[src/rtl/iee_pkg.sv]
`timescale 1ns / 1ps

package iee_pkg;

	// character codes
	localparam logic [7:0] CH_NEWLINE = 8'd10;
	localparam logic [7:0] CH_SPACE   = 8'd32;
	localparam logic [7:0] CH_ZERO    = 8'd48;
	localparam logic [7:0] CH_NINE    = 8'd57;
	localparam logic [7:0] CH_STAR    = 8'd42;
	localparam logic [7:0] CH_SLASH   = 8'd47;
	localparam logic [7:0] CH_PERCENT = 8'd37;
	localparam logic [7:0] CH_PLUS    = 8'd43;
	localparam logic [7:0] CH_MINUS   = 8'd45;

	// error codes on the result
	localparam logic [1:0] ERR_NONE    = 2'd0;
	localparam logic [1:0] ERR_DIVZERO = 2'd1;
	localparam logic [1:0] ERR_UNKNOWN = 2'd2;

	// pending multiplicative operator of the running term
	typedef enum logic [1:0] {
		OP_NONE,
		OP_MUL,
		OP_DIV,
		OP_MOD
	} op_t;

	// what to do once the running term has been folded
	typedef enum logic [2:0] {
		POST_MUL,
		POST_DIV,
		POST_MOD,
		POST_ADD,
		POST_SUB,
		POST_ADD_ERR,
		POST_EMIT
	} post_t;

	typedef enum logic [1:0] {
		S_IDLE,
		S_ITER,
		S_EMIT
	} state_t;

	typedef struct packed {
		logic digit;
		logic commit_acc;
		logic start;
		logic commit_unit;
		logic emit;
	} cmd_t;

	typedef struct packed {
		logic is_space;
		logic is_digit;
		logic is_newline;
		logic have_number;
		logic op_pending;
		logic unit_busy;
		logic post_emit;
		logic out_free;
	} sts_t;

	function automatic post_t post_of(input logic [7:0] c);
		post_t p;
		case (c)
			CH_STAR:    p = POST_MUL;
			CH_SLASH:   p = POST_DIV;
			CH_PERCENT: p = POST_MOD;
			CH_PLUS:    p = POST_ADD;
			CH_MINUS:   p = POST_SUB;
			CH_NEWLINE: p = POST_EMIT;
			default:    p = POST_ADD_ERR;
		endcase
		return p;
	endfunction

endpackage

[src/rtl/iee_ctrl.sv]
`timescale 1ns / 1ps

module iee_ctrl import iee_pkg::*; (
	input  logic clk,
	input  logic arst_n,
	input  logic in_valid,
	output logic in_stall,
	input  sts_t sts,
	output cmd_t cmd
);

	state_t state_q, state_d;

	always_ff @(posedge clk or negedge arst_n) begin
		if (!arst_n) begin
			state_q <= S_IDLE;
		end else begin
			state_q <= state_d;
		end
	end

	always_comb begin
		state_d  = state_q;
		cmd      = '0;
		in_stall = (state_q != S_IDLE);
		case (state_q)
			S_IDLE: begin
				if (in_valid) begin
					if (sts.is_digit) begin
						cmd.digit = 1'b1;
					end else if (sts.is_newline) begin
						if (sts.op_pending) begin
							cmd.start = 1'b1;
							state_d   = S_ITER;
						end else begin
							cmd.commit_acc = 1'b1;
							state_d        = S_EMIT;
						end
					end else if (!sts.is_space && sts.have_number) begin
						if (sts.op_pending) begin
							cmd.start = 1'b1;
							state_d   = S_ITER;
						end else begin
							cmd.commit_acc = 1'b1;
						end
					end
				end
			end
			S_ITER: begin
				// wait out the shared multiply/divide unit, then fold its result
				if (!sts.unit_busy) begin
					cmd.commit_unit = 1'b1;
					state_d         = sts.post_emit ? S_EMIT : S_IDLE;
				end
			end
			S_EMIT: begin
				if (sts.out_free) begin
					cmd.emit = 1'b1;
					state_d  = S_IDLE;
				end
			end
			default: begin
				state_d = S_IDLE;
			end
		endcase
	end

endmodule

[src/rtl/iee_dp.sv]
`timescale 1ns / 1ps

module iee_dp import iee_pkg::*; #(
	parameter int VALUE_BITS = 32
) (
	input  logic        clk,
	input  logic        arst_n,
	input  logic [7:0]  char_code,
	input  cmd_t        cmd,
	output sts_t        sts,
	input  logic        out_stall,
	output logic        out_valid,
	output logic [31:0] value,
	output logic [1:0]  error_code
);

	localparam int VB = VALUE_BITS;
	localparam int CW = $clog2(VB + 1);

	logic [VB-1:0] acc_q, term_q, sum_q;
	logic          have_q, sneg_q;
	op_t           op_q;
	post_t         post_q;
	logic [1:0]    err_q;

	logic [VB-1:0] r_q, x_q, y_q;
	logic          na_q, nb_q, busy_q;
	logic [CW-1:0] cnt_q;

	logic          out_valid_q;
	logic [31:0]   value_q;
	logic [1:0]    errc_q;

	logic          is_digit;
	logic [3:0]    digit;
	logic [VB-1:0] acc_next;
	post_t         post_in, post_sel;
	logic [VB-1:0] term_new, add_opnd, sum_fold;
	logic          a_neg, b_neg, div_zero;
	logic [VB-1:0] a_mag, b_mag, mul_sum, quo_fix, rem_fix, fix_val;
	logic [VB:0]   shifted, diff;

	assign is_digit = (char_code >= CH_ZERO) && (char_code <= CH_NINE);
	assign digit    = 4'(char_code - CH_ZERO);
	assign acc_next = (acc_q << 3) + (acc_q << 1) + VB'(digit);
	assign post_in  = post_of(char_code);

	// shared unit: the term is the dividend / multiplicand, the number the other operand
	assign a_neg   = term_q[VB-1];
	assign b_neg   = acc_q[VB-1];
	assign a_mag   = a_neg ? (~term_q + 1'b1) : term_q;
	assign b_mag   = b_neg ? (~acc_q + 1'b1) : acc_q;
	assign mul_sum = r_q + (x_q[0] ? y_q : '0);
	assign shifted = {r_q, x_q[VB-1]};
	assign diff    = shifted - {1'b0, y_q};
	assign quo_fix = (na_q ^ nb_q) ? (~x_q + 1'b1) : x_q;
	assign rem_fix = na_q ? (~r_q + 1'b1) : r_q;

	always_comb begin
		case (op_q)
			OP_MUL:  fix_val = r_q;
			OP_DIV:  fix_val = (y_q == '0) ? '0 : quo_fix;
			OP_MOD:  fix_val = (y_q == '0) ? '0 : rem_fix;
			default: fix_val = r_q;
		endcase
	end

	always_ff @(posedge clk or negedge arst_n) begin
		if (!arst_n) begin
			busy_q <= 1'b0;
			cnt_q  <= '0;
		end else if (cmd.start) begin
			busy_q <= 1'b1;
			cnt_q  <= CW'(VB);
		end else if (busy_q) begin
			if (cnt_q != '0) begin
				cnt_q <= cnt_q - 1'b1;
			end else begin
				busy_q <= 1'b0;
			end
		end
	end

	always_ff @(posedge clk) begin
		if (cmd.start) begin
			na_q <= a_neg;
			nb_q <= b_neg;
			r_q  <= '0;
			if (op_q == OP_MUL) begin
				x_q <= acc_q;
				y_q <= term_q;
			end else begin
				x_q <= a_mag;
				y_q <= b_mag;
			end
		end else if (busy_q) begin
			if (cnt_q != '0) begin
				if (op_q == OP_MUL) begin
					r_q <= mul_sum;
					x_q <= x_q >> 1;
					y_q <= y_q << 1;
				end else if (!diff[VB]) begin
					r_q <= diff[VB-1:0];
					x_q <= {x_q[VB-2:0], 1'b1};
				end else begin
					r_q <= shifted[VB-1:0];
					x_q <= {x_q[VB-2:0], 1'b0};
				end
			end else begin
				r_q <= fix_val;
			end
		end
	end

	// fold of the running term into the sum; emit reuses the same adder on the stored term
	assign term_new = cmd.commit_unit ? r_q : acc_q;
	assign post_sel = cmd.commit_unit ? post_q : post_in;
	assign add_opnd = cmd.emit ? term_q : term_new;
	assign sum_fold = sneg_q ? (sum_q - add_opnd) : (sum_q + add_opnd);
	assign div_zero = cmd.commit_unit && (op_q != OP_MUL) && (acc_q == '0);

	always_ff @(posedge clk or negedge arst_n) begin
		if (!arst_n) begin
			acc_q  <= '0;
			have_q <= 1'b0;
			term_q <= '0;
			op_q   <= OP_NONE;
			sum_q  <= '0;
			sneg_q <= 1'b0;
			err_q  <= ERR_NONE;
			post_q <= POST_ADD;
		end else begin
			if (cmd.start) begin
				post_q <= post_in;
			end
			if (cmd.emit) begin
				acc_q  <= '0;
				have_q <= 1'b0;
				term_q <= '0;
				op_q   <= OP_NONE;
				sum_q  <= '0;
				sneg_q <= 1'b0;
				err_q  <= ERR_NONE;
			end else if (cmd.commit_acc || cmd.commit_unit) begin
				acc_q  <= '0;
				have_q <= 1'b0;
				term_q <= term_new;
				if (err_q == ERR_NONE) begin
					if (div_zero) begin
						err_q <= ERR_DIVZERO;
					end else if (post_sel == POST_ADD_ERR) begin
						err_q <= ERR_UNKNOWN;
					end
				end
				case (post_sel)
					POST_MUL: op_q <= OP_MUL;
					POST_DIV: op_q <= OP_DIV;
					POST_MOD: op_q <= OP_MOD;
					POST_ADD, POST_SUB, POST_ADD_ERR: begin
						sum_q  <= sum_fold;
						term_q <= '0;
						op_q   <= OP_NONE;
						sneg_q <= (post_sel == POST_SUB);
					end
					default: begin
						// newline: hold the term for the emit step
					end
				endcase
			end else if (cmd.digit) begin
				acc_q  <= acc_next;
				have_q <= 1'b1;
			end
		end
	end

	always_ff @(posedge clk or negedge arst_n) begin
		if (!arst_n) begin
			out_valid_q <= 1'b0;
		end else if (cmd.emit) begin
			out_valid_q <= 1'b1;
		end else if (!out_stall) begin
			out_valid_q <= 1'b0;
		end
	end

	always_ff @(posedge clk) begin
		if (cmd.emit) begin
			value_q <= (err_q != ERR_NONE) ? '0 : 32'($signed(sum_fold));
			errc_q  <= err_q;
		end
	end

	assign out_valid  = out_valid_q;
	assign value      = value_q;
	assign error_code = errc_q;

	assign sts.is_space    = (char_code == CH_SPACE);
	assign sts.is_digit    = is_digit;
	assign sts.is_newline  = (char_code == CH_NEWLINE);
	assign sts.have_number = have_q;
	assign sts.op_pending  = (op_q != OP_NONE);
	assign sts.unit_busy   = busy_q;
	assign sts.post_emit   = (post_q == POST_EMIT);
	assign sts.out_free    = !out_valid_q || !out_stall;

endmodule

[src/rtl/infix_expression_evaluator_unit.sv]
`timescale 1ns / 1ps
// Infix expression evaluator: takes one ASCII character per request on the input
// channel (in_valid / in_stall / char_code) and evaluates + - * / % expressions
// with the usual precedence, left to right, wrapping at VALUE_BITS bits.
// A newline ends the expression; one result request (value, error_code) then
// leaves on the output channel (out_valid / out_stall) and all state clears.
// Stalls: spaces, digits and an operator that follows no pending * / % go
// through without a stall. An operator or newline that closes a pending * / %
// runs the shared shift-add multiplier / restoring divider: VALUE_BITS steps
// plus a sign-fix step and a fold step, with the input stalled throughout.
// A newline also passes through an emit step that loads the output register.
// The result sits in an output register, so characters keep flowing while it
// waits; only the next newline holds in its emit step while out_stall is high.
// Reset (arst_n low) clears the running number, term, sum, error and the
// output valid; in_stall is low right after reset.

module infix_expression_evaluator_unit import iee_pkg::*; #(
	parameter int VALUE_BITS = 32
) (
	input  logic        clk,
	input  logic        arst_n,
	input  logic        in_valid,
	output logic        in_stall,
	input  logic [7:0]  char_code,
	output logic        out_valid,
	input  logic        out_stall,
	output logic [31:0] value,
	output logic [1:0]  error_code
);

	cmd_t cmd;
	sts_t sts;

	// sequencing: idle/accept, iterate the arithmetic unit, emit the result
	iee_ctrl u_ctrl (
		.clk      (clk),
		.arst_n   (arst_n),
		.in_valid (in_valid),
		.in_stall (in_stall),
		.sts      (sts),
		.cmd      (cmd)
	);

	// number, term and sum registers, the iterative unit and the output register
	iee_dp #(
		.VALUE_BITS (VALUE_BITS)
	) u_dp (
		.clk        (clk),
		.arst_n     (arst_n),
		.char_code  (char_code),
		.cmd        (cmd),
		.sts        (sts),
		.out_stall  (out_stall),
		.out_valid  (out_valid),
		.value      (value),
		.error_code (error_code)
	);

	// a newline always leaves the accept state for a fold or the emit step
	a_newline_busy: assert property (@(posedge clk) disable iff (!arst_n)
		(in_valid && !in_stall && char_code == CH_NEWLINE) |=> in_stall)
		else $error("newline accepted without leaving idle");

	// a space never starts any work
	a_space_idle: assert property (@(posedge clk) disable iff (!arst_n)
		(in_valid && !in_stall && char_code == CH_SPACE) |=> !in_stall)
		else $error("space caused the block to stall");

	// an errored result carries a zero value
	a_err_zero: assert property (@(posedge clk) disable iff (!arst_n)
		(out_valid && error_code != ERR_NONE) |-> (value == 32'd0))
		else $error("nonzero value with error");

	// error codes stay within the defined set
	a_err_code: assert property (@(posedge clk) disable iff (!arst_n)
		out_valid |-> (error_code == ERR_NONE || error_code == ERR_DIVZERO ||
			error_code == ERR_UNKNOWN))
		else $error("undefined error code");

endmodule
[config.mk]
export PLATFORM = sky130hd
export DESIGN_NAME = infix_expression_evaluator_unit
export DESIGN_NICKNAME = d
export VERILOG_FILES = /design/src/rtl/iee_pkg.sv /design/src/rtl/iee_ctrl.sv /design/src/rtl/iee_dp.sv /design/src/rtl/infix_expression_evaluator_unit.sv
export SDC_FILE = /design/constraint.sdc
export NUM_CORES = 1
export LEC_CHECK = 0
export BUFFER_PORTS_ARGS = -buffer_cell sky130_fd_sc_hd__buf_2
export CORE_MARGIN = 4
export CORE_UTILIZATION = 35
export DETAILED_ROUTE_END_ITERATION = 8
export HOLD_SLACK_MARGIN = 0.02
export REMOVE_ABC_BUFFERS = 1
export SYNTH_ARGS = -nofsm -noshare
export SYNTH_HDL_FRONTEND = slang
export SYNTH_HIERARCHICAL = 1
export SYNTH_SLANG_ARGS = --single-unit
[constraint.sdc]
create_clock -name clk -period 6.7 [get_ports clk]
set_input_delay 0.67 -clock clk [delete_from_list [all_inputs] [get_ports clk]]
set_output_delay 0.67 -clock clk [all_outputs]
set_load 0.01 [all_outputs]
[Word level (Yosys, flattened, before mapping)]
Cells that the tools add are included.
Operators by class
  $add $sub $neg: 12
  magnitude comparators: 2
  equality and inequality tests: 27
  multiplexer cells: 80
  bitwise gates (word level): 5
  reduce and logical (&&, ||, !) cells: 36
Operator list (count)
  32-bit 2-to-1 mux: 32
  32-bit by 1-bit adder with 32-bit output (second input constant): 4
  32-bit NOT: 4
  32-bit adder: 3
  32-bit zero test: 2
  32-bit case mux with 2 select lines: 1
  8-bit by 6-bit == test with 1-bit output (second input constant): 6
  2-bit 2-to-1 mux: 19
  33-bit by 32-bit subtractor with 33-bit output: 1
  32-bit by 4-bit adder with 32-bit output: 1
  32-bit subtractor: 1
  1-bit 2-to-1 mux: 19
  6-bit 2-to-1 mux: 3
  3-bit case mux with 6 select lines: 1
  2-bit nonzero test: 9
  3-bit == test (second input constant): 3
  3-bit 2-to-1 mux: 3
  3-bit AND reduction: 3
  3-bit nonzero test: 3
  8-bit by 4-bit == test with 1-bit output (second input constant): 1
  8-bit by 6-bit greater-or-equal comparator with 1-bit output (second input constant): 1
  8-bit by 6-bit <= comparator with 1-bit output (second input constant): 1
  2-bit != test (second input constant): 4
  2-bit case mux with 4 select lines: 1
  other kinds (22): 36
Word-level totals
  register bits: 247
  input bits: 12
  output and inout bits: 36
  word-level logic and storage cells: 181

[Logic depth before layout (Yosys ltp)]
  word-level depth: 11
  gate-level depth with buffers: 23
  mapped depth without buffers: 21

[Hierarchy]
Netlist, hierarchy kept.
Modules (own cells, without submodules)
  iee_dp: instances 1, cells each 2522, area each 21921.0 um^2, sequential area each 6473.7 um^2
  iee_ctrl: instances 1, cells each 21, area each 166.4 um^2, sequential area each 50.0 um^2

[Worst setup path after synthesis]
No wires, ideal clock.
  path type: input to register
  start: input out_stall
  end: register u_dp.value_q[30] (netlist: u_dp/value[30]) (data pin)
  setup time: 0.265 ns
  data arrival time: 5.563 ns
  data required time: 6.435 ns
  path slack: 0.872 ns
  stages: 22
  buffers on the path: 2
  cell sequence: nand2_1 and3b_2 buf_2 clkbuf_1 mux2i_1 and4bb_2 and2_1 and3_1 and2_1 nor2_1 xor2_1 ha_1 o21ai_0 nor2_1 nor4_1 nor4_1 a2111oi_2 o31ai_1 a31oi_1 o21ai_0 xnor2_1 nor2_1
RTL lines
  from (decl): line infix_expression_evaluator_unit.sv:26  | input logic out_stall,
  to (signal assigned): line iee_dp.sv:188  | value_q <= (err_q != ERR_NONE) ? '0 : 32'($signed(sum_fold));
  to (decl): line iee_dp.sv:31  | logic [31:0] value_q;

==> results.md <==
- The slowest cell on the critical path is sky130_fd_sc_hd__o31ai_1.
- Summing all flip-flop and latch instances after layout gives 6520 um^2.
- The required time of the critical path is 7020 ps.
- For this design the top-level I/O count stands at 48.
- The final number of max-transition violations is 0.
- Along the worst path, the maximum fanout reaches 27.
- The total clock buffers created by CTS is 30.
- The die is 259 um tall.
- The final routed DRC violation total is 0.
- The floorplan core area is 62100 um^2.
- The layout overhead on the synthesized area is 9.92%.
- The final period utilization is 92.2%.
- Across every metal layer, demand over resource in global routing totals 19.9%.
- Counting every sink on the clock net gives 247.
- The endpoint identified for the worst register-to-register timing path is u_dp/value[30].
- The tightest slew margin relative to the limit is 31.4%.
- The critical path start-end classification is flop to flop.
- In this run the number of H-tree levels came out at 1.
- The signal on the critical path passes through nor3b_2, buf_4, mux2_2, mux2_2, nor4_1, and3_1, a21oi_1, xor2_1, ha_1, o21ai_0, nor2_1, nor4_1, nor4_1, a2111oi_2, o31ai_1, a31oi_1, o21ai_0, xnor2_1, nor2_1.
- Yosys printed 6 warnings.
- The detailed router finished its first iteration with 1581 violations.
- The worst-case IR drop observed on VDD is 0.000314 V.
- At the end of the flow the core is filled with cells to 39.1%.
- The endpoint of the most critical setup path is u_dp/value[30].
- The nature of the critical path endpoint is a flop.
- In this run, synthesis inferred 100 flip-flops with an integrated enable.
- Setup violations remaining at the end of the flow were counted as 0.
- The worst register-to-register path has a depth of 19.
- The number of instances resized during post-cts repair is 0.
- The number of vias in the routed layout is 19700.
- The count of buffer and inverter cells on the critical path is 1.
- The cell family contributing the most delay on the critical path is simple AND/OR/NAND/NOR gates.
- The critical path runs through a total of 19 cells.
- The maximum clock rate is 162 MHz.
- The total of flip-flops plus latches after synthesis is 247.
- The fraction of registers with async set/reset is 46.6%.
- The post-synthesis cell count is 2543.
- The clock arrives with 25.1 ps of skew.
- The start point of the critical path is u_ctrl/state_q[1].
- The post-detailed-route wirelength per cell is 20.4 um.
- The launching element type of the critical path is a flop.
- The number of buffers inserted for hold repair after clock tree synthesis is 0.
- The initial antenna violation count is 0.
- The buffer type at the clock tree root is sky130_fd_sc_hd__clkbuf_16.
- The post-detailed-route count of antenna-violating nets is 0.
- The class of the worst hold path is input pin to asynchronous set/reset pin.
- In the routed layout, each cell is associated on average with a via count of 5.82.
- The clock-pin transition on the worst setup and hold timing paths is 60 ps.
- Dividing the synthesized area by the synthesized cell count gives 8.69 um^2.
- The clock network latency to the later pin of the worst-skew pair is 590 ps.
- The number of buffers inserted by port buffering is 47.
- The total negative slack is 0 ps.
- The clock period minus final worst setup slack is 6170 ps.
- The pre-antenna-repair detailed-routing pass consisted of 5 iterations.
- The number of inserted filler cells in the final layout is 6112.
- The total power divided by cell area is 526 nW/um^2.
- In this run the post-CTS setup repair buffer count came out at 0.
- TritonCTS built the clock tree.
- After legalization and detailed placement, the total HPWL measured 52.1 mm.
- Data on the critical path arrives at its endpoint at 6490 ps.
- The slew at the pin closest to its max-slew limit is 1030 ps.
- The first-pass GRT wire length is 109 mm.
- The hold violation total from the final report is 0.
- The post-synthesis cell area is 22100 um^2.
- The main flop type after synthesis is sky130_fd_sc_hd__dfrtp_1.
- The starting density of the core is 35.6%.
- The floorplan step set the die width to 259 um.
- Routability-driven placement finished with a final weighted congestion of 0.938.
- The die area is 67200 um^2.
- The final layout contains 2692 nets.
- For this design the static power due to leakage is 10.1 nW.
- Max-cap violations in this run came to 0.
- The final wirelength is 69.0 mm.
- Setup repair after global routing left no endpoint under its margin.
- The startpoint of the most critical register-to-register path is u_ctrl/state_q[1].
- The cell repeated most along the worst path is sky130_fd_sc_hd__nor4_1.
- The multi-input combinational cell area is 14700 um^2.
- For this run, the slowest stage of the critical path takes 680 ps.
- Synthesis instantiated 87 different standard cells from the library.
- The leftover overflow at the end of global routing is 0.
- The share of layout cells above drive strength 1 is 10.7%.
- After floorplanning, the core was divided into 91 placement rows.
- The flow ran to the end, and the final reports show no timing, DRC or antenna violations.
- The clock passes through at most 3 buffers.
- The maximum number of pins on one net before global-route repair is 87.
- The via count of the first global-routing pass came to 19100.
- The register area share after synthesis is 29.5%.
- The register-to-register setup slack is 530 ps.
-- sequential cells by signal, indices dropped and copies added, names as in the netlist, 6 cells and up --
register,count
u_dp/acc_q,32
u_dp/r_q,32
u_dp/sum_q,32
u_dp/term_q,32
u_dp/value,32
u_dp/x_q,32
u_dp/y_q,32
u_dp/cnt_q,6
-- routing by layer --
metal / global-route usage [%] / wire length, um / vias to the layer above / part of all wire [%]
met3: 2.30 / 4230 / 119 / 6.1
met4: 6.16 / 2060 / 0 / 3.0
met5: 0 / 0 / - / 0
met2: 32.4 / 31400 / 703 / 45
li1: - / - / 9365 / -
met1: 27.7 / 31400 / 9474 / 45
-- synthesized netlist by cell type, drive strengths merged (28+ instances only) --
cell    count  area, um^2
ha        158        1980
nand3      51         255
dfrtp     113        2830
clkbuf    112         420
o21ai     170         851
o211ai     43         323
nand2     227         852
a31oi      31         194
nor3       48         240
dfxtp      32         641
nor2      235         882
mux4       31         698
a21oi     178         891
inv        85         319
nor4       32         215
mux2i      54         541
a21o       36         270
o31ai      32         245
xor2      113         997
a211oi     28         210
edfxtp    100        3000
mux2       58         653
xnor2     139        1220
-- kinds of logic after synthesis --
logic type | after synthesis | share of synthesized area (%)
XOR/XNOR | 252 | 10.0
AO/OA/AOI/OAI | 706 | 20.7
buffers and inverters | 225 | 3.96
multiplexers | 143 | 8.57
flip-flops | 247 | 29.5
AND/OR/NAND/NOR | 807 | 17.8
adder cells (fa/ha/maj) | 163 | 9.40
-- worst min path at each step --
stage / from / end / depth (start not counted)
after floorplan: arst_n / u_ctrl/state_q[0] / 0
after global placement: u_dp/have_q / u_dp/have_q / 2
after detailed placement: u_dp/have_q / u_dp/have_q / 2
after CTS: arst_n / u_dp/sum_q[28] / 1
after global routing: arst_n / u_dp/sum_q[25] / 1
final: arst_n / u_dp/sum_q[28] / 1
-- power breakdown --
group	internal [mW]	switching, mW	total (mW)
sequential	2.03	0.752	2.79
clock	1.19	0.696	1.89
combinational	3.51	4.60	8.11
-- metrics by stage --
stage               cell area, um^2  hold WS, ps  instances  setup WS, ps  power, mW
floorplan                     21500          374       2404         -1830       8.70
global placement              23100          477       3322           877       10.6
detailed placement            23100          488       3322           636       10.7
CTS                           24300          189       3378           637       12.7
global route                  24300          217       3378           170       13.8
finish                        24300          168       3380           525       12.8
-- cell type report --
cell class                 count  area share, %
multi-input combinational   2071           60.7
sequential                   247           26.9
tap                          837           4.31
clock buffer                  38           3.61
timing repair buffer          81           2.03
inverter                      86           1.33
clock inverter                18           1.14
antenna                        2         0.0206
-- cells in the final DEF (no fill, tap or decap), types with 27 or more instances in the layout --
cell and n:
sky130_fd_sc_hd__buf_4 35, sky130_fd_sc_hd__mux4_2 31, sky130_fd_sc_hd__xnor2_1 139, sky130_fd_sc_hd__inv_1 85, sky130_fd_sc_hd__dfrtp_1 113, sky130_fd_sc_hd__edfxtp_1 100, sky130_fd_sc_hd__clkbuf_16 34, sky130_fd_sc_hd__o31ai_1 31
sky130_fd_sc_hd__o21ai_0 165, sky130_fd_sc_hd__ha_1 158, sky130_fd_sc_hd__mux2_2 58, sky130_fd_sc_hd__mux2i_1 54, sky130_fd_sc_hd__o211ai_1 43, sky130_fd_sc_hd__buf_2 46, sky130_fd_sc_hd__nand2_1 227, sky130_fd_sc_hd__nor3_1 48
sky130_fd_sc_hd__nand3_1 51, sky130_fd_sc_hd__a21o_1 36, sky130_fd_sc_hd__nor2_1 231, sky130_fd_sc_hd__xor2_1 112, sky130_fd_sc_hd__o21a_1 27, sky130_fd_sc_hd__a211oi_1 28, sky130_fd_sc_hd__a31oi_1 31, sky130_fd_sc_hd__a21oi_1 178
sky130_fd_sc_hd__dfxtp_1 32, sky130_fd_sc_hd__nor4_1 31
No activity file was read; power rests on OpenSTA's default activity.
